$ cat src/rtl/xyr_pkg.sv
// shared types, constants and the xy routing function for the router port service unit
package xyr_pkg;

    localparam int NPORTS     = 5;
    localparam int QDEPTH     = 8;
    localparam int COORD_W    = 4;
    localparam int PAYLOAD_W  = 32;
    localparam int CNT_W      = 32;
    localparam int PORT_W     = 3;
    localparam int QIDX_W     = $clog2(QDEPTH);
    localparam int FILL_W     = $clog2(QDEPTH + 1);
    localparam int MEM_DEPTH  = NPORTS * QDEPTH;
    localparam int ADDR_W     = $clog2(MEM_DEPTH);
    localparam int CMDQ_DEPTH = 2;
    localparam int CMDQ_PTR_W = $clog2(CMDQ_DEPTH);
    localparam int CMDQ_CNT_W = $clog2(CMDQ_DEPTH + 1);
    localparam int CFG_IDX_W  = 2;
    localparam int CFG_DATA_W = COORD_W;

    localparam logic OP_ARRIVE  = 1'b0;
    localparam logic OP_TICK    = 1'b1;
    localparam logic ST_ROUTED  = 1'b0;
    localparam logic ST_DROPPED = 1'b1;

    localparam logic [CFG_IDX_W-1:0] CFG_NODE_X    = 2'd0;
    localparam logic [CFG_IDX_W-1:0] CFG_NODE_Y    = 2'd1;
    localparam logic [CFG_IDX_W-1:0] CFG_RING_MODE = 2'd2;

    typedef logic [COORD_W-1:0]   coord_t;
    typedef logic [PAYLOAD_W-1:0] body_t;
    typedef logic [PORT_W-1:0]    port_w_t;
    typedef logic [QIDX_W-1:0]    qidx_t;
    typedef logic [ADDR_W-1:0]    addr_t;
    typedef logic [NPORTS-1:0]    pmask_t;

    typedef enum logic [PORT_W-1:0] {
        PORT_LOCAL  = 3'd0,
        PORT_LEFT   = 3'd1,
        PORT_RIGHT  = 3'd2,
        PORT_UPPER  = 3'd3,
        PORT_BOTTOM = 3'd4
    } port_t;

    typedef enum logic {
        CMD_DROP = 1'b0,
        CMD_TICK = 1'b1
    } cmd_kind_t;

    typedef struct packed {
        coord_t dx;
        coord_t dy;
        body_t  body;
    } msg_t;

    typedef struct packed {
        cmd_kind_t                      kind;
        port_w_t                        port;
        msg_t                           msg;
        pmask_t                         mask;
        logic [NPORTS-1:0][QIDX_W-1:0]  heads;
    } cmd_t;

    typedef struct packed {
        logic  en;
        addr_t addr;
        msg_t  msg;
    } mem_wr_t;

    typedef struct packed {
        logic tick_done;
    } back_stat_t;

    function automatic addr_t mem_addr(port_w_t port, qidx_t idx);
        addr_t a;
        a = ADDR_W'(ADDR_W'(port) * ADDR_W'(QDEPTH) + ADDR_W'(idx));
        return a;
    endfunction

    function automatic port_w_t xy_route(port_w_t from, msg_t m, coord_t nx, coord_t ny,
                                         logic ring);
        port_w_t r;
        if (m.dx != nx) begin
            if (from == PORT_LEFT)
                r = PORT_RIGHT;
            else if (from == PORT_RIGHT)
                r = ring ? PORT_RIGHT : PORT_LEFT;
            else
                r = (m.dx > nx || ring) ? PORT_RIGHT : PORT_LEFT;
        end
        else if (m.dy == ny) begin
            r = PORT_LOCAL;
        end
        else if (from == PORT_UPPER) begin
            r = PORT_BOTTOM;
        end
        else if (from == PORT_BOTTOM) begin
            r = PORT_UPPER;
        end
        else begin
            r = (m.dy > ny) ? PORT_UPPER : PORT_BOTTOM;
        end
        return r;
    endfunction

endpackage

$ cat src/rtl/xy_router_port_service_unit.sv
// XY router port service unit: an arrive word on ports 0 to 4 is either queued (no
// result) or turned into a single drop result when its port queue already holds eight
// messages, and one on any other port is ignored. A tick word serving n non-empty queues
// gives n results, one per cycle while out_ready is high, after the command queue, the
// tick mask load, the message memory read and the output register, with the last flag
// on the final one; the single read port of the message memory sets that pace, and no
// new word is taken until the last read of the tick is issued. Results may be held off
// by out_ready without losing any. The memory needs no clearing after reset;
// configuration writes are taken every cycle.
module xy_router_port_service_unit (
    input  logic                          clk,
    input  logic                          rst_n,
    input  logic                          cfg_valid,
    output logic                          cfg_ready,
    input  logic [xyr_pkg::CFG_IDX_W-1:0] cfg_index,
    input  logic [xyr_pkg::CFG_DATA_W-1:0] cfg_data,
    input  logic                          in_valid,
    output logic                          in_ready,
    input  logic                          operation,
    input  logic [2:0]                    in_port,
    input  xyr_pkg::coord_t               dest_x,
    input  xyr_pkg::coord_t               dest_y,
    input  xyr_pkg::body_t                payload,
    output logic                          out_valid,
    input  logic                          out_ready,
    output logic                          status,
    output logic [2:0]                    out_port,
    output logic [2:0]                    from_port,
    output xyr_pkg::coord_t               msg_dest_x,
    output xyr_pkg::coord_t               msg_dest_y,
    output xyr_pkg::body_t                msg_payload,
    output logic [31:0]                   total_routed,
    output logic                          last
);
    import xyr_pkg::*;

    coord_t      node_x_reg;
    coord_t      node_y_reg;
    logic        ring_mode_reg;

    logic        cmd_push;
    cmd_t        push_cmd;
    logic        cmd_full;
    logic        cmd_pop;
    logic        cmd_valid;
    cmd_t        head_cmd;
    mem_wr_t     wr;
    back_stat_t  bstat;

    assign cfg_ready = 1'b1;

    always_ff @(posedge clk or negedge rst_n)
    begin
        if (!rst_n)
        begin
            node_x_reg    <= '0;
            node_y_reg    <= '0;
            ring_mode_reg <= 1'b0;
        end
        else if (cfg_valid && cfg_ready)
        begin
            case (cfg_index)
                CFG_NODE_X:    node_x_reg    <= cfg_data;
                CFG_NODE_Y:    node_y_reg    <= cfg_data;
                CFG_RING_MODE: ring_mode_reg <= cfg_data[0];
                default:       ;
            endcase
        end
    end

    xyr_front u_front (
        .clk       (clk),
        .rst_n     (rst_n),
        .in_valid  (in_valid),
        .in_ready  (in_ready),
        .operation (operation),
        .in_port   (in_port),
        .dest_x    (dest_x),
        .dest_y    (dest_y),
        .payload   (payload),
        .cmd_push  (cmd_push),
        .cmd       (push_cmd),
        .cmd_full  (cmd_full),
        .wr        (wr),
        .bstat     (bstat)
    );

    xyr_cmdq u_cmdq (
        .clk      (clk),
        .rst_n    (rst_n),
        .push     (cmd_push),
        .push_cmd (push_cmd),
        .full     (cmd_full),
        .pop      (cmd_pop),
        .valid    (cmd_valid),
        .head_cmd (head_cmd)
    );

    xyr_back u_back (
        .clk          (clk),
        .rst_n        (rst_n),
        .cmd_valid    (cmd_valid),
        .cmd          (head_cmd),
        .cmd_pop      (cmd_pop),
        .wr           (wr),
        .bstat        (bstat),
        .node_x       (node_x_reg),
        .node_y       (node_y_reg),
        .ring_mode    (ring_mode_reg),
        .out_valid    (out_valid),
        .out_ready    (out_ready),
        .status       (status),
        .out_port     (out_port),
        .from_port    (from_port),
        .msg_dest_x   (msg_dest_x),
        .msg_dest_y   (msg_dest_y),
        .msg_payload  (msg_payload),
        .total_routed (total_routed),
        .last         (last)
    );

endmodule

$ cat src/rtl/xyr_front.sv
// front end: takes input words, keeps queue pointers and fills, issues drop and tick commands
module xyr_front (
    input  logic                 clk,
    input  logic                 rst_n,
    input  logic                 in_valid,
    output logic                 in_ready,
    input  logic                 operation,
    input  logic [2:0]           in_port,
    input  xyr_pkg::coord_t      dest_x,
    input  xyr_pkg::coord_t      dest_y,
    input  xyr_pkg::body_t       payload,
    output logic                 cmd_push,
    output xyr_pkg::cmd_t        cmd,
    input  logic                 cmd_full,
    output xyr_pkg::mem_wr_t     wr,
    input  xyr_pkg::back_stat_t  bstat
);
    import xyr_pkg::*;

    qidx_t               heads_reg [NPORTS];
    qidx_t               heads_next [NPORTS];
    logic [FILL_W-1:0]   fills_reg [NPORTS];
    logic [FILL_W-1:0]   fills_next [NPORTS];
    logic                tick_pend_reg;
    logic                tick_pend_next;
    logic                accept;
    logic                port_ok;
    pmask_t              live_mask;
    logic [QIDX_W:0]     tail_sum;
    qidx_t               tail;
    logic                fill_ovf;
    msg_t                in_msg;

    assign in_ready = !tick_pend_reg && !cmd_full;
    assign accept   = in_valid && in_ready;
    assign port_ok  = (in_port < PORT_W'(NPORTS));
    assign in_msg   = '{dx: dest_x, dy: dest_y, body: payload};

    always_comb
    begin
        for (int i = 0; i < NPORTS; i++)
        begin
            live_mask[i] = (fills_reg[i] != '0);
        end
    end

    // tail index wraps at the queue depth
    always_comb
    begin
        tail_sum = '0;
        if (port_ok)
        begin
            tail_sum = (QIDX_W+1)'(heads_reg[in_port]) + (QIDX_W+1)'(fills_reg[in_port]);
        end
        if (tail_sum >= (QIDX_W+1)'(QDEPTH))
            tail = QIDX_W'(tail_sum - (QIDX_W+1)'(QDEPTH));
        else
            tail = QIDX_W'(tail_sum);
    end

    always_comb
    begin
        heads_next     = heads_reg;
        fills_next     = fills_reg;
        tick_pend_next = tick_pend_reg;
        cmd_push       = 1'b0;
        cmd            = '0;
        wr             = '0;

        if (bstat.tick_done)
            tick_pend_next = 1'b0;

        if (accept)
        begin
            if (operation == OP_ARRIVE)
            begin
                if (port_ok)
                begin
                    if (fills_reg[in_port] == FILL_W'(QDEPTH))
                    begin
                        cmd_push  = 1'b1;
                        cmd.kind  = CMD_DROP;
                        cmd.port  = in_port;
                        cmd.msg   = in_msg;
                    end
                    else
                    begin
                        wr.en   = 1'b1;
                        wr.addr = mem_addr(in_port, tail);
                        wr.msg  = in_msg;
                        fills_next[in_port] = fills_reg[in_port] + 1'b1;
                    end
                end
            end
            else if (live_mask != '0)
            begin
                // pop every live queue now, the back end reads the slots in port order
                cmd_push       = 1'b1;
                cmd.kind       = CMD_TICK;
                cmd.mask       = live_mask;
                tick_pend_next = 1'b1;
                for (int i = 0; i < NPORTS; i++)
                begin
                    cmd.heads[i] = heads_reg[i];
                    if (live_mask[i])
                    begin
                        fills_next[i] = fills_reg[i] - 1'b1;
                        heads_next[i] = (heads_reg[i] == QIDX_W'(QDEPTH - 1)) ?
                                        '0 : heads_reg[i] + 1'b1;
                    end
                end
            end
        end
    end

    always_ff @(posedge clk or negedge rst_n)
    begin
        if (!rst_n)
        begin
            for (int i = 0; i < NPORTS; i++)
            begin
                heads_reg[i] <= '0;
                fills_reg[i] <= '0;
            end
            tick_pend_reg <= 1'b0;
        end
        else
        begin
            heads_reg     <= heads_next;
            fills_reg     <= fills_next;
            tick_pend_reg <= tick_pend_next;
        end
    end

    always_comb
    begin
        fill_ovf = 1'b0;
        for (int i = 0; i < NPORTS; i++)
        begin
            if (fills_reg[i] > FILL_W'(QDEPTH))
                fill_ovf = 1'b1;
        end
    end

    a_fill_bound: assert property (@(posedge clk) disable iff (!rst_n) !fill_ovf)
        else $error("queue fill above depth");

    a_tick_blocks: assert property (@(posedge clk) disable iff (!rst_n)
        tick_pend_reg |-> !in_ready)
        else $error("input taken while tick reads pending");

    a_tick_marks: assert property (@(posedge clk) disable iff (!rst_n)
        (cmd_push && cmd.kind == CMD_TICK) |=> tick_pend_reg)
        else $error("tick command without pending mark");

endmodule

$ cat src/rtl/xyr_cmdq.sv
// short command queue between front and back end
module xyr_cmdq (
    input  logic           clk,
    input  logic           rst_n,
    input  logic           push,
    input  xyr_pkg::cmd_t  push_cmd,
    output logic           full,
    input  logic           pop,
    output logic           valid,
    output xyr_pkg::cmd_t  head_cmd
);
    import xyr_pkg::*;

    cmd_t                    entry_reg [CMDQ_DEPTH];
    logic [CMDQ_PTR_W-1:0]   wr_ptr_reg;
    logic [CMDQ_PTR_W-1:0]   rd_ptr_reg;
    logic [CMDQ_CNT_W-1:0]   count_reg;
    logic [CMDQ_CNT_W-1:0]   count_next;
    logic                    do_push;
    logic                    do_pop;

    assign full     = (count_reg == CMDQ_CNT_W'(CMDQ_DEPTH));
    assign valid    = (count_reg != '0);
    assign head_cmd = entry_reg[rd_ptr_reg];
    assign do_push  = push && !full;
    assign do_pop   = pop && valid;

    always_comb
    begin
        count_next = count_reg;
        if (do_push && !do_pop)
            count_next = count_reg + 1'b1;
        else if (do_pop && !do_push)
            count_next = count_reg - 1'b1;
    end

    always_ff @(posedge clk or negedge rst_n)
    begin
        if (!rst_n)
        begin
            wr_ptr_reg <= '0;
            rd_ptr_reg <= '0;
            count_reg  <= '0;
        end
        else
        begin
            count_reg <= count_next;
            if (do_push)
                wr_ptr_reg <= (wr_ptr_reg == CMDQ_PTR_W'(CMDQ_DEPTH - 1)) ?
                              '0 : wr_ptr_reg + 1'b1;
            if (do_pop)
                rd_ptr_reg <= (rd_ptr_reg == CMDQ_PTR_W'(CMDQ_DEPTH - 1)) ?
                              '0 : rd_ptr_reg + 1'b1;
        end
    end

    always_ff @(posedge clk)
    begin
        if (do_push)
            entry_reg[wr_ptr_reg] <= push_cmd;
    end

endmodule

$ cat src/rtl/xyr_back.sv
// back end: message memory, tick read sequencing, routing and output register
module xyr_back (
    input  logic                 clk,
    input  logic                 rst_n,
    input  logic                 cmd_valid,
    input  xyr_pkg::cmd_t        cmd,
    output logic                 cmd_pop,
    input  xyr_pkg::mem_wr_t     wr,
    output xyr_pkg::back_stat_t  bstat,
    input  xyr_pkg::coord_t      node_x,
    input  xyr_pkg::coord_t      node_y,
    input  logic                 ring_mode,
    output logic                 out_valid,
    input  logic                 out_ready,
    output logic                 status,
    output logic [2:0]           out_port,
    output logic [2:0]           from_port,
    output xyr_pkg::coord_t      msg_dest_x,
    output xyr_pkg::coord_t      msg_dest_y,
    output xyr_pkg::body_t       msg_payload,
    output logic [31:0]          total_routed,
    output logic                 last
);
    import xyr_pkg::*;

    msg_t                           mem [MEM_DEPTH];

    pmask_t                         tick_mask_reg;
    logic [NPORTS-1:0][QIDX_W-1:0]  tick_heads_reg;

    logic                           s1_valid_reg;
    logic                           s1_drop_reg;
    port_w_t                        s1_port_reg;
    logic                           s1_last_reg;
    msg_t                           s1_drop_msg_reg;
    msg_t                           mem_q_reg;

    logic                           out_valid_reg;
    logic                           out_status_reg;
    port_w_t                        out_port_reg;
    port_w_t                        out_from_reg;
    msg_t                           out_msg_reg;
    logic [CNT_W-1:0]               out_total_reg;
    logic                           out_last_reg;
    logic [CNT_W-1:0]               routed_count_reg;
    logic [CNT_W-1:0]               routed_count_next;

    logic                           tick_active;
    logic                           adv_out;
    logic                           s1_ok;
    logic                           s1_take;
    logic                           issue;
    logic                           drop_pop;
    logic                           tick_pop;
    port_w_t                        cur_idx;
    pmask_t                         rem_mask;
    addr_t                          rd_addr;
    msg_t                           s1_msg;

    assign tick_active = (tick_mask_reg != '0);
    assign adv_out     = !out_valid_reg || out_ready;
    assign s1_take     = s1_valid_reg && adv_out;
    assign s1_ok       = !s1_valid_reg || adv_out;
    assign issue       = tick_active && s1_ok;
    assign drop_pop    = cmd_valid && !tick_active && (cmd.kind == CMD_DROP) && s1_ok;
    assign tick_pop    = cmd_valid && !tick_active && (cmd.kind == CMD_TICK);
    assign cmd_pop     = drop_pop || tick_pop;

    // lowest live port goes first
    always_comb
    begin
        cur_idx = '0;
        for (int i = NPORTS - 1; i >= 0; i--)
        begin
            if (tick_mask_reg[i])
                cur_idx = PORT_W'(i);
        end
    end

    assign rem_mask        = tick_mask_reg & (tick_mask_reg - 1'b1);
    assign rd_addr         = mem_addr(cur_idx, tick_heads_reg[cur_idx]);
    assign bstat.tick_done = issue && (rem_mask == '0);
    assign s1_msg          = s1_drop_reg ? s1_drop_msg_reg : mem_q_reg;

    assign routed_count_next = routed_count_reg + 1'b1;

    always_ff @(posedge clk)
    begin
        if (wr.en)
            mem[wr.addr] <= wr.msg;
        if (issue)
            mem_q_reg <= mem[rd_addr];
    end

    always_ff @(posedge clk)
    begin
        if (drop_pop)
            s1_drop_msg_reg <= cmd.msg;
        if (tick_pop)
            tick_heads_reg <= cmd.heads;
        if (s1_take)
        begin
            out_msg_reg  <= s1_msg;
            out_from_reg <= s1_port_reg;
            out_last_reg <= s1_drop_reg ? 1'b1 : s1_last_reg;
            if (s1_drop_reg)
            begin
                out_status_reg <= ST_DROPPED;
                out_port_reg   <= PORT_LOCAL;
                out_total_reg  <= routed_count_reg;
            end
            else
            begin
                out_status_reg <= ST_ROUTED;
                out_port_reg   <= xy_route(s1_port_reg, s1_msg, node_x, node_y, ring_mode);
                out_total_reg  <= routed_count_next;
            end
        end
    end

    always_ff @(posedge clk or negedge rst_n)
    begin
        if (!rst_n)
        begin
            tick_mask_reg    <= '0;
            s1_valid_reg     <= 1'b0;
            s1_drop_reg      <= 1'b0;
            s1_port_reg      <= '0;
            s1_last_reg      <= 1'b0;
            out_valid_reg    <= 1'b0;
            routed_count_reg <= '0;
        end
        else
        begin
            if (tick_pop)
                tick_mask_reg <= cmd.mask;
            else if (issue)
                tick_mask_reg <= rem_mask;

            if (issue)
            begin
                s1_valid_reg <= 1'b1;
                s1_drop_reg  <= 1'b0;
                s1_port_reg  <= cur_idx;
                s1_last_reg  <= (rem_mask == '0);
            end
            else if (drop_pop)
            begin
                s1_valid_reg <= 1'b1;
                s1_drop_reg  <= 1'b1;
                s1_port_reg  <= cmd.port;
                s1_last_reg  <= 1'b1;
            end
            else if (s1_take)
            begin
                s1_valid_reg <= 1'b0;
            end

            if (s1_take)
                out_valid_reg <= 1'b1;
            else if (out_ready)
                out_valid_reg <= 1'b0;

            if (s1_take && !s1_drop_reg)
                routed_count_reg <= routed_count_next;
        end
    end

    assign out_valid    = out_valid_reg;
    assign status       = out_status_reg;
    assign out_port     = out_port_reg;
    assign from_port    = out_from_reg;
    assign msg_dest_x   = out_msg_reg.dx;
    assign msg_dest_y   = out_msg_reg.dy;
    assign msg_payload  = out_msg_reg.body;
    assign total_routed = out_total_reg;
    assign last         = out_last_reg;

    a_mask_shrinks: assert property (@(posedge clk) disable iff (!rst_n)
        tick_active |=> ((tick_mask_reg & ~$past(tick_mask_reg)) == '0))
        else $error("tick mask gained a port mid-tick");

    a_count_holds: assert property (@(posedge clk) disable iff (!rst_n)
        (out_valid_reg && !out_ready) |=> $stable(routed_count_reg))
        else $error("routed count moved while output stalled");

    a_one_load: assert property (@(posedge clk) disable iff (!rst_n)
        !(issue && cmd_pop))
        else $error("command popped during tick read");

endmodule

$ cat config.mk
export PLATFORM = sky130hd
export DESIGN_NAME = xy_router_port_service_unit
export DESIGN_NICKNAME = d
export VERILOG_FILES = /design/src/rtl/xyr_pkg.sv /design/src/rtl/xy_router_port_service_unit.sv /design/src/rtl/xyr_front.sv /design/src/rtl/xyr_cmdq.sv /design/src/rtl/xyr_back.sv
export SDC_FILE = /design/constraint.sdc
export NUM_CORES = 2
export LEC_CHECK = 0
export BUFFER_PORTS_ARGS = -buffer_cell sky130_fd_sc_hd__buf_2
export CORE_ASPECT_RATIO = 1.1
export CORE_MARGIN = 2
export CORE_UTILIZATION = 40
export DETAILED_ROUTE_END_ITERATION = 10
export MAX_ROUTING_LAYER = met4
export PLACE_DENSITY_LB_ADDON = 0.15
export SLEW_MARGIN = 10
export SYNTH_ARGS = -nofsm -noshare
export SYNTH_HDL_FRONTEND = slang
export SYNTH_HIERARCHICAL = 1
export SYNTH_SLANG_ARGS = --single-unit
export TNS_END_PERCENT = 1
$ cat constraint.sdc
create_clock -name clk -period 7.8 [get_ports clk]
set_input_delay 0 -clock clk [delete_from_list [all_inputs] [get_ports clk]]
set_output_delay 0 -clock clk [all_outputs]
set_load 0.05 [all_outputs]
==> impl_metrics.xml <==
<?xml version="1.0" encoding="UTF-8"?>
<metrics>
  <group name="status">
    <metric name="run_status" unit="">finished, final reports clean</metric>
  </group>
  <group name="pwr">
    <metric name="switchingPower" unit="uW">15200</metric>
    <metric name="worst_ir_drop_vdd" unit="uV">408</metric>
    <metric name="p_int" unit="uW">22900</metric>
    <metric name="seq_power_share" unit="%">34.9</metric>
    <metric name="p_comb_share" unit="%">40.2</metric>
    <metric name="powerDensity" unit="nW/um2">419</metric>
    <metric name="power_leakage" unit="uW">0.0319</metric>
    <metric name="share_of_power_burned_in_the_clock_network" unit="%">24.9</metric>
    <metric name="p_sw_share" unit="%">40.0</metric>
  </group>
  <group name="yosys">
    <metric name="average_cell_area_after_synthesis" unit="um2">14.7</metric>
    <metric name="synth_common_cells" unit="">edfxtp_1 (1903), nand2_1 (982), nand3_1 (464)</metric>
    <metric name="synthFlopType" unit="">edfxtp_1</metric>
    <metric name="yosysSeqAreaShare" unit="%">74.7</metric>
    <metric name="postSynthNetCount" unit="">5489</metric>
    <metric name="yosysTopAreaCell" unit="">edfxtp_1</metric>
    <metric name="netlist.area_leader.share" unit="%">71.7</metric>
    <metric name="ys_ff_latch" unit="">1996</metric>
    <metric name="post_synth_main_area_contributors" unit="">edfxtp_1 (72%), nand2_1 (4.6%), mux2i_1 (3.2%)</metric>
    <metric name="syn_inst" unit="">5402</metric>
    <metric name="async_flop_share" unit="%">4.66</metric>
    <metric name="ys.warnings.count" unit="">6</metric>
    <metric name="most_common_cell_in_the_synthesized_netlist" unit="">edfxtp_1</metric>
    <metric name="synth-edff-count" unit="">1903</metric>
    <metric name="post_synth_instance_area" unit="um2">79700</metric>
    <metric name="netlist-cell-type-count" unit="">85</metric>
  </group>
  <group name="placement">
    <metric name="place.detailed.instances" unit="">7943</metric>
    <metric name="dpl-instance-area" unit="um2">83700</metric>
    <metric name="placement.io_buffers" unit="">136</metric>
    <metric name="place_worst_setup_slack" unit="ns">2.70</metric>
    <metric name="place.detailed.hpwl" unit="um">130000</metric>
    <metric name="routability_congestion" unit="">0.817</metric>
  </group>
  <group name="die">
    <metric name="starting_utilization_of_the_core_area" unit="%">40.3</metric>
    <metric name="floorplan.io_pins" unit="">138</metric>
    <metric name="row_count" unit="">171</metric>
    <metric name="die_width" unit="um">429</metric>
    <metric name="core_area" unit="um2">198000</metric>
    <metric name="die_h" unit="um">472</metric>
    <metric name="die_area" unit="um2">203000</metric>
  </group>
  <group name="sta">
    <metric name="rsz0062_at_grt" unit="">no</metric>
    <metric name="timing.final.crit_period" unit="ns">5.12</metric>
    <metric name="slew_headroom" unit="%">23.0</metric>
    <metric name="final_critical_path_setup_slack" unit="ns">2.68</metric>
    <metric name="max_slew_violation_total_from_the_final_report" unit="">0</metric>
    <metric name="setup_violations" unit="">0</metric>
    <metric name="maxClockFrequency" unit="GHz">0.195</metric>
    <metric name="setup_tns" unit="ns">0</metric>
    <metric name="number_of_hold_violations_in_the_final_report" unit="">0</metric>
    <metric name="timing_worst_slew_pin_value" unit="ns">1.16</metric>
    <metric name="worst_hold_slack" unit="ns">0.0522</metric>
    <metric name="finalCritPeriodShare" unit="%">65.7</metric>
    <metric name="clock_skew" unit="ns">0.0282</metric>
  </group>
  <group name="clock_tree">
    <metric name="clock_tree_from_tritoncts" unit="">done</metric>
    <metric name="clockRootBuffer" unit="">clkbuf_16</metric>
    <metric name="clk_pin_slew" unit="ns">0.06</metric>
    <metric name="ctsHtreeMaxLevel" unit="">4</metric>
    <metric name="insertion_delay" unit="ns">0.85</metric>
    <metric name="cts_buffers" unit="">199</metric>
    <metric name="maximum_number_of_buffers_from_clock_root_to_sink" unit="">3</metric>
    <metric name="cts.sink_count" unit="">1996</metric>
  </group>
  <group name="flow_run">
    <metric name="drv.max_cap_violation_count" unit="">0</metric>
  </group>
  <group name="cells_and_area">
    <metric name="layout.filler_cells" unit="">17400</metric>
    <metric name="finish.instance_area" unit="um2">91000</metric>
    <metric name="post_route_cells_drive_above_1_share" unit="%">13.4</metric>
    <metric name="largest_register_ff_count" unit="">1600</metric>
    <metric name="layout.cells.non_filler" unit="">8390</metric>
    <metric name="syn_to_layout_area_delta" unit="%">14.2</metric>
    <metric name="final_nets" unit="">5717</metric>
  </group>
  <group name="drt">
    <metric name="firstDrtPassIters" unit="">6</metric>
    <metric name="dr.first_iter.drc_count" unit="">4701</metric>
    <metric name="avg_vias_per_cell" unit="">5.57</metric>
    <metric name="finalWirelength" unit="um">220000</metric>
    <metric name="remaining_drc_errors" unit="">0</metric>
    <metric name="routed_wire_length_per_instance" unit="um">26.2</metric>
    <metric name="num_vias" unit="">46700</metric>
    <metric name="ant_nets" unit="">0</metric>
  </group>
  <group name="global_route">
    <metric name="first_global_vias" unit="">45500</metric>
    <metric name="grt_overflow_total" unit="">0</metric>
    <metric name="groute.usage.overall" unit="%">21.9</metric>
    <metric name="grt_first_pass_wirelength" unit="um">319000</metric>
    <metric name="maximum_number_of_pins_on_one_net_before_global_route_repair" unit="">127</metric>
    <metric name="antenna_found_initial" unit="">10</metric>
  </group>
  <group name="critical_path">
    <metric name="worst_path_max_delay_cell" unit="">or4b_1</metric>
    <metric name="crit_required" unit="ns">8.27</metric>
    <metric name="crit_start" unit="">u_cmdq/count_reg[0]</metric>
    <metric name="critPathMaxStageDelay" unit="ns">0.78</metric>
    <metric name="critical_path.startpoint_type" unit="">register</metric>
    <metric name="critical_path_peak_fanout" unit="">49</metric>
    <metric name="cell_family_contributing_the_most_delay_on_the_critical_path" unit="">simple AND/OR/NAND/NOR gates</metric>
    <metric name="crit_path_kind" unit="">register to register</metric>
    <metric name="timing.critical_path.buf_inv" unit="">3</metric>
    <metric name="endpoint_kind" unit="">register</metric>
    <metric name="cpMostUsedCell" unit="">buf_4</metric>
    <metric name="worst-endpoint-arrival" unit="ns">5.60</metric>
    <metric name="rr_startpoint" unit="">u_cmdq/count_reg[0]</metric>
    <metric name="timing.critical_path.cells" unit="">nand2b_1 &gt; inv_1 &gt; or4b_1 &gt; a211oi_4 &gt; buf_4 &gt; and2_1 &gt; nand4_1 &gt; nor2_4 &gt; buf_4</metric>
  </group>
  <group name="worst_hold_path">
    <metric name="min_path_type" unit="">input port to register</metric>
    <metric name="worstHoldStart" unit="">dest_x[3]</metric>
  </group>
</metrics>
[worst reg2reg max path: cells and delay by family, from the launching register on]
kind	cells	cell delay (ns)
buffers and inverters	3	1.18
AO/OA/AOI/OAI	1	0.32
AND/OR/NAND/NOR	5	2.83
flip-flops	1	0.41
[cells by family (layout without fill, tap and decap cells)]
family          Yosys count  after routing  synth area share, %
simple gates           1883           1883                 10.8
compound gates          679            679                 6.09
mux                     369            369                 5.07
flops                  1996           1996                 74.7
xor+xnor                 71             71                0.781
other cells               1              4              0.00471
fa+ha+maj                32             32                0.512
buf+inv                 371            761                 2.06
[placed cells by master, fill, tap and decap left out, drive strengths merged, types with 6 or more instances in the layout]
master,netlist,final
o22ai,86,86
nor2b,16,16
a22oi,6,6
and2,108,108
nand2b,17,17
xnor2,43,43
and3,53,53
or3,8,8
buf,137,280
a21oi,141,141
or2,7,7
nand4,10,10
dlygate4sd3,0,78
a31o,41,41
dfrtp,93,93
inv,39,44
nand2,984,984
clkbuf,194,251
o221ai,41,41
o21ai,73,73
nand3,464,464
mux2,117,117
a221o,80,80
a2111oi,40,40
mux2i,251,251
a31oi,83,83
clkinv,1,86
a221oi,43,43
nor3,29,29
xor2,28,28
ha,31,31
a21o,11,11
bufinv,0,19
nand3b,13,13
edfxtp,1903,1903
nor2,114,114
o31ai,6,6
and4,41,41
[metrics by stage]
stage               power [uW]  util, %
floorplan                23200        -
global placement         28700     42.3
detailed placement       28800     42.3
CTS                      38300     46.0
global route             39900     46.0
finish                   38100     46.0
[final timing paths]
| kind | to | slack, ns | depth (start not counted) |
|---|---|---|---|
| worst min-delay path | u_cmdq/entry_reg[0][59] | 0.05 | 3 |
| worst min register to register | u_back/routed_count_reg[31] | 0.49 | 1 |
| worst max-delay path | u_back/mem[39][8] | 2.68 | 9 |
| min in group asynchronous | u_back/routed_count_reg[5] | 0.26 | 4 |
| max in group asynchronous | u_cmdq/rd_ptr_reg | 6.70 | 4 |
| worst max register to register | u_back/mem[39][8] | 2.68 | 9 |
[cell type report]
cell class | count | area, um2 | area share [%]
Sequential cell | 1996 | 59500 | 65.4
Timing Repair Buffer | 358 | 2670 | 2.94
Antenna cell | 3 | 7.51 | 0.00825
Clock inverter | 112 | 1050 | 1.15
Clock buffer | 251 | 5360 | 5.90
Inverter | 40 | 150 | 0.165
Tap cell | 2595 | 3250 | 3.57
Multi-Input combinational cell | 3035 | 19000 | 20.9
[repair_timing]
action	CTS	global route
gates resized for setup	0	0
buffers inserted	0	0
hold buffers	79	0
endpoints found under the hold margin	1415	0
[power by group through the flow]
stage / Clock [uW] / Sequential, uW / Combinational (uW)
4_1_cts: 9690 / 13300 / 15300
3_5_place_dp: 0 / 13500 / 15300
3_3_place_gp: 0 / 13500 / 15200
6_report: 9500 / 13300 / 15300
5_1_grt: 10100 / 13400 / 16400
2_1_floorplan: 0 / 13900 / 9360
[routing by layer]
metal  global-route usage, %  wire [um]  vias to the layer above  part of all wire, %
met2                    34.4     105000                     1468                   48
met4                    5.51       4590                        0                  2.1
met1                    30.5      97300                    24000                   44
li1                        -          -                    21000                    -
met3                    2.63      13000                      281                  5.9
met5                       -          0                        -                    0
Note: power is estimated with default switching activity, not from simulation.
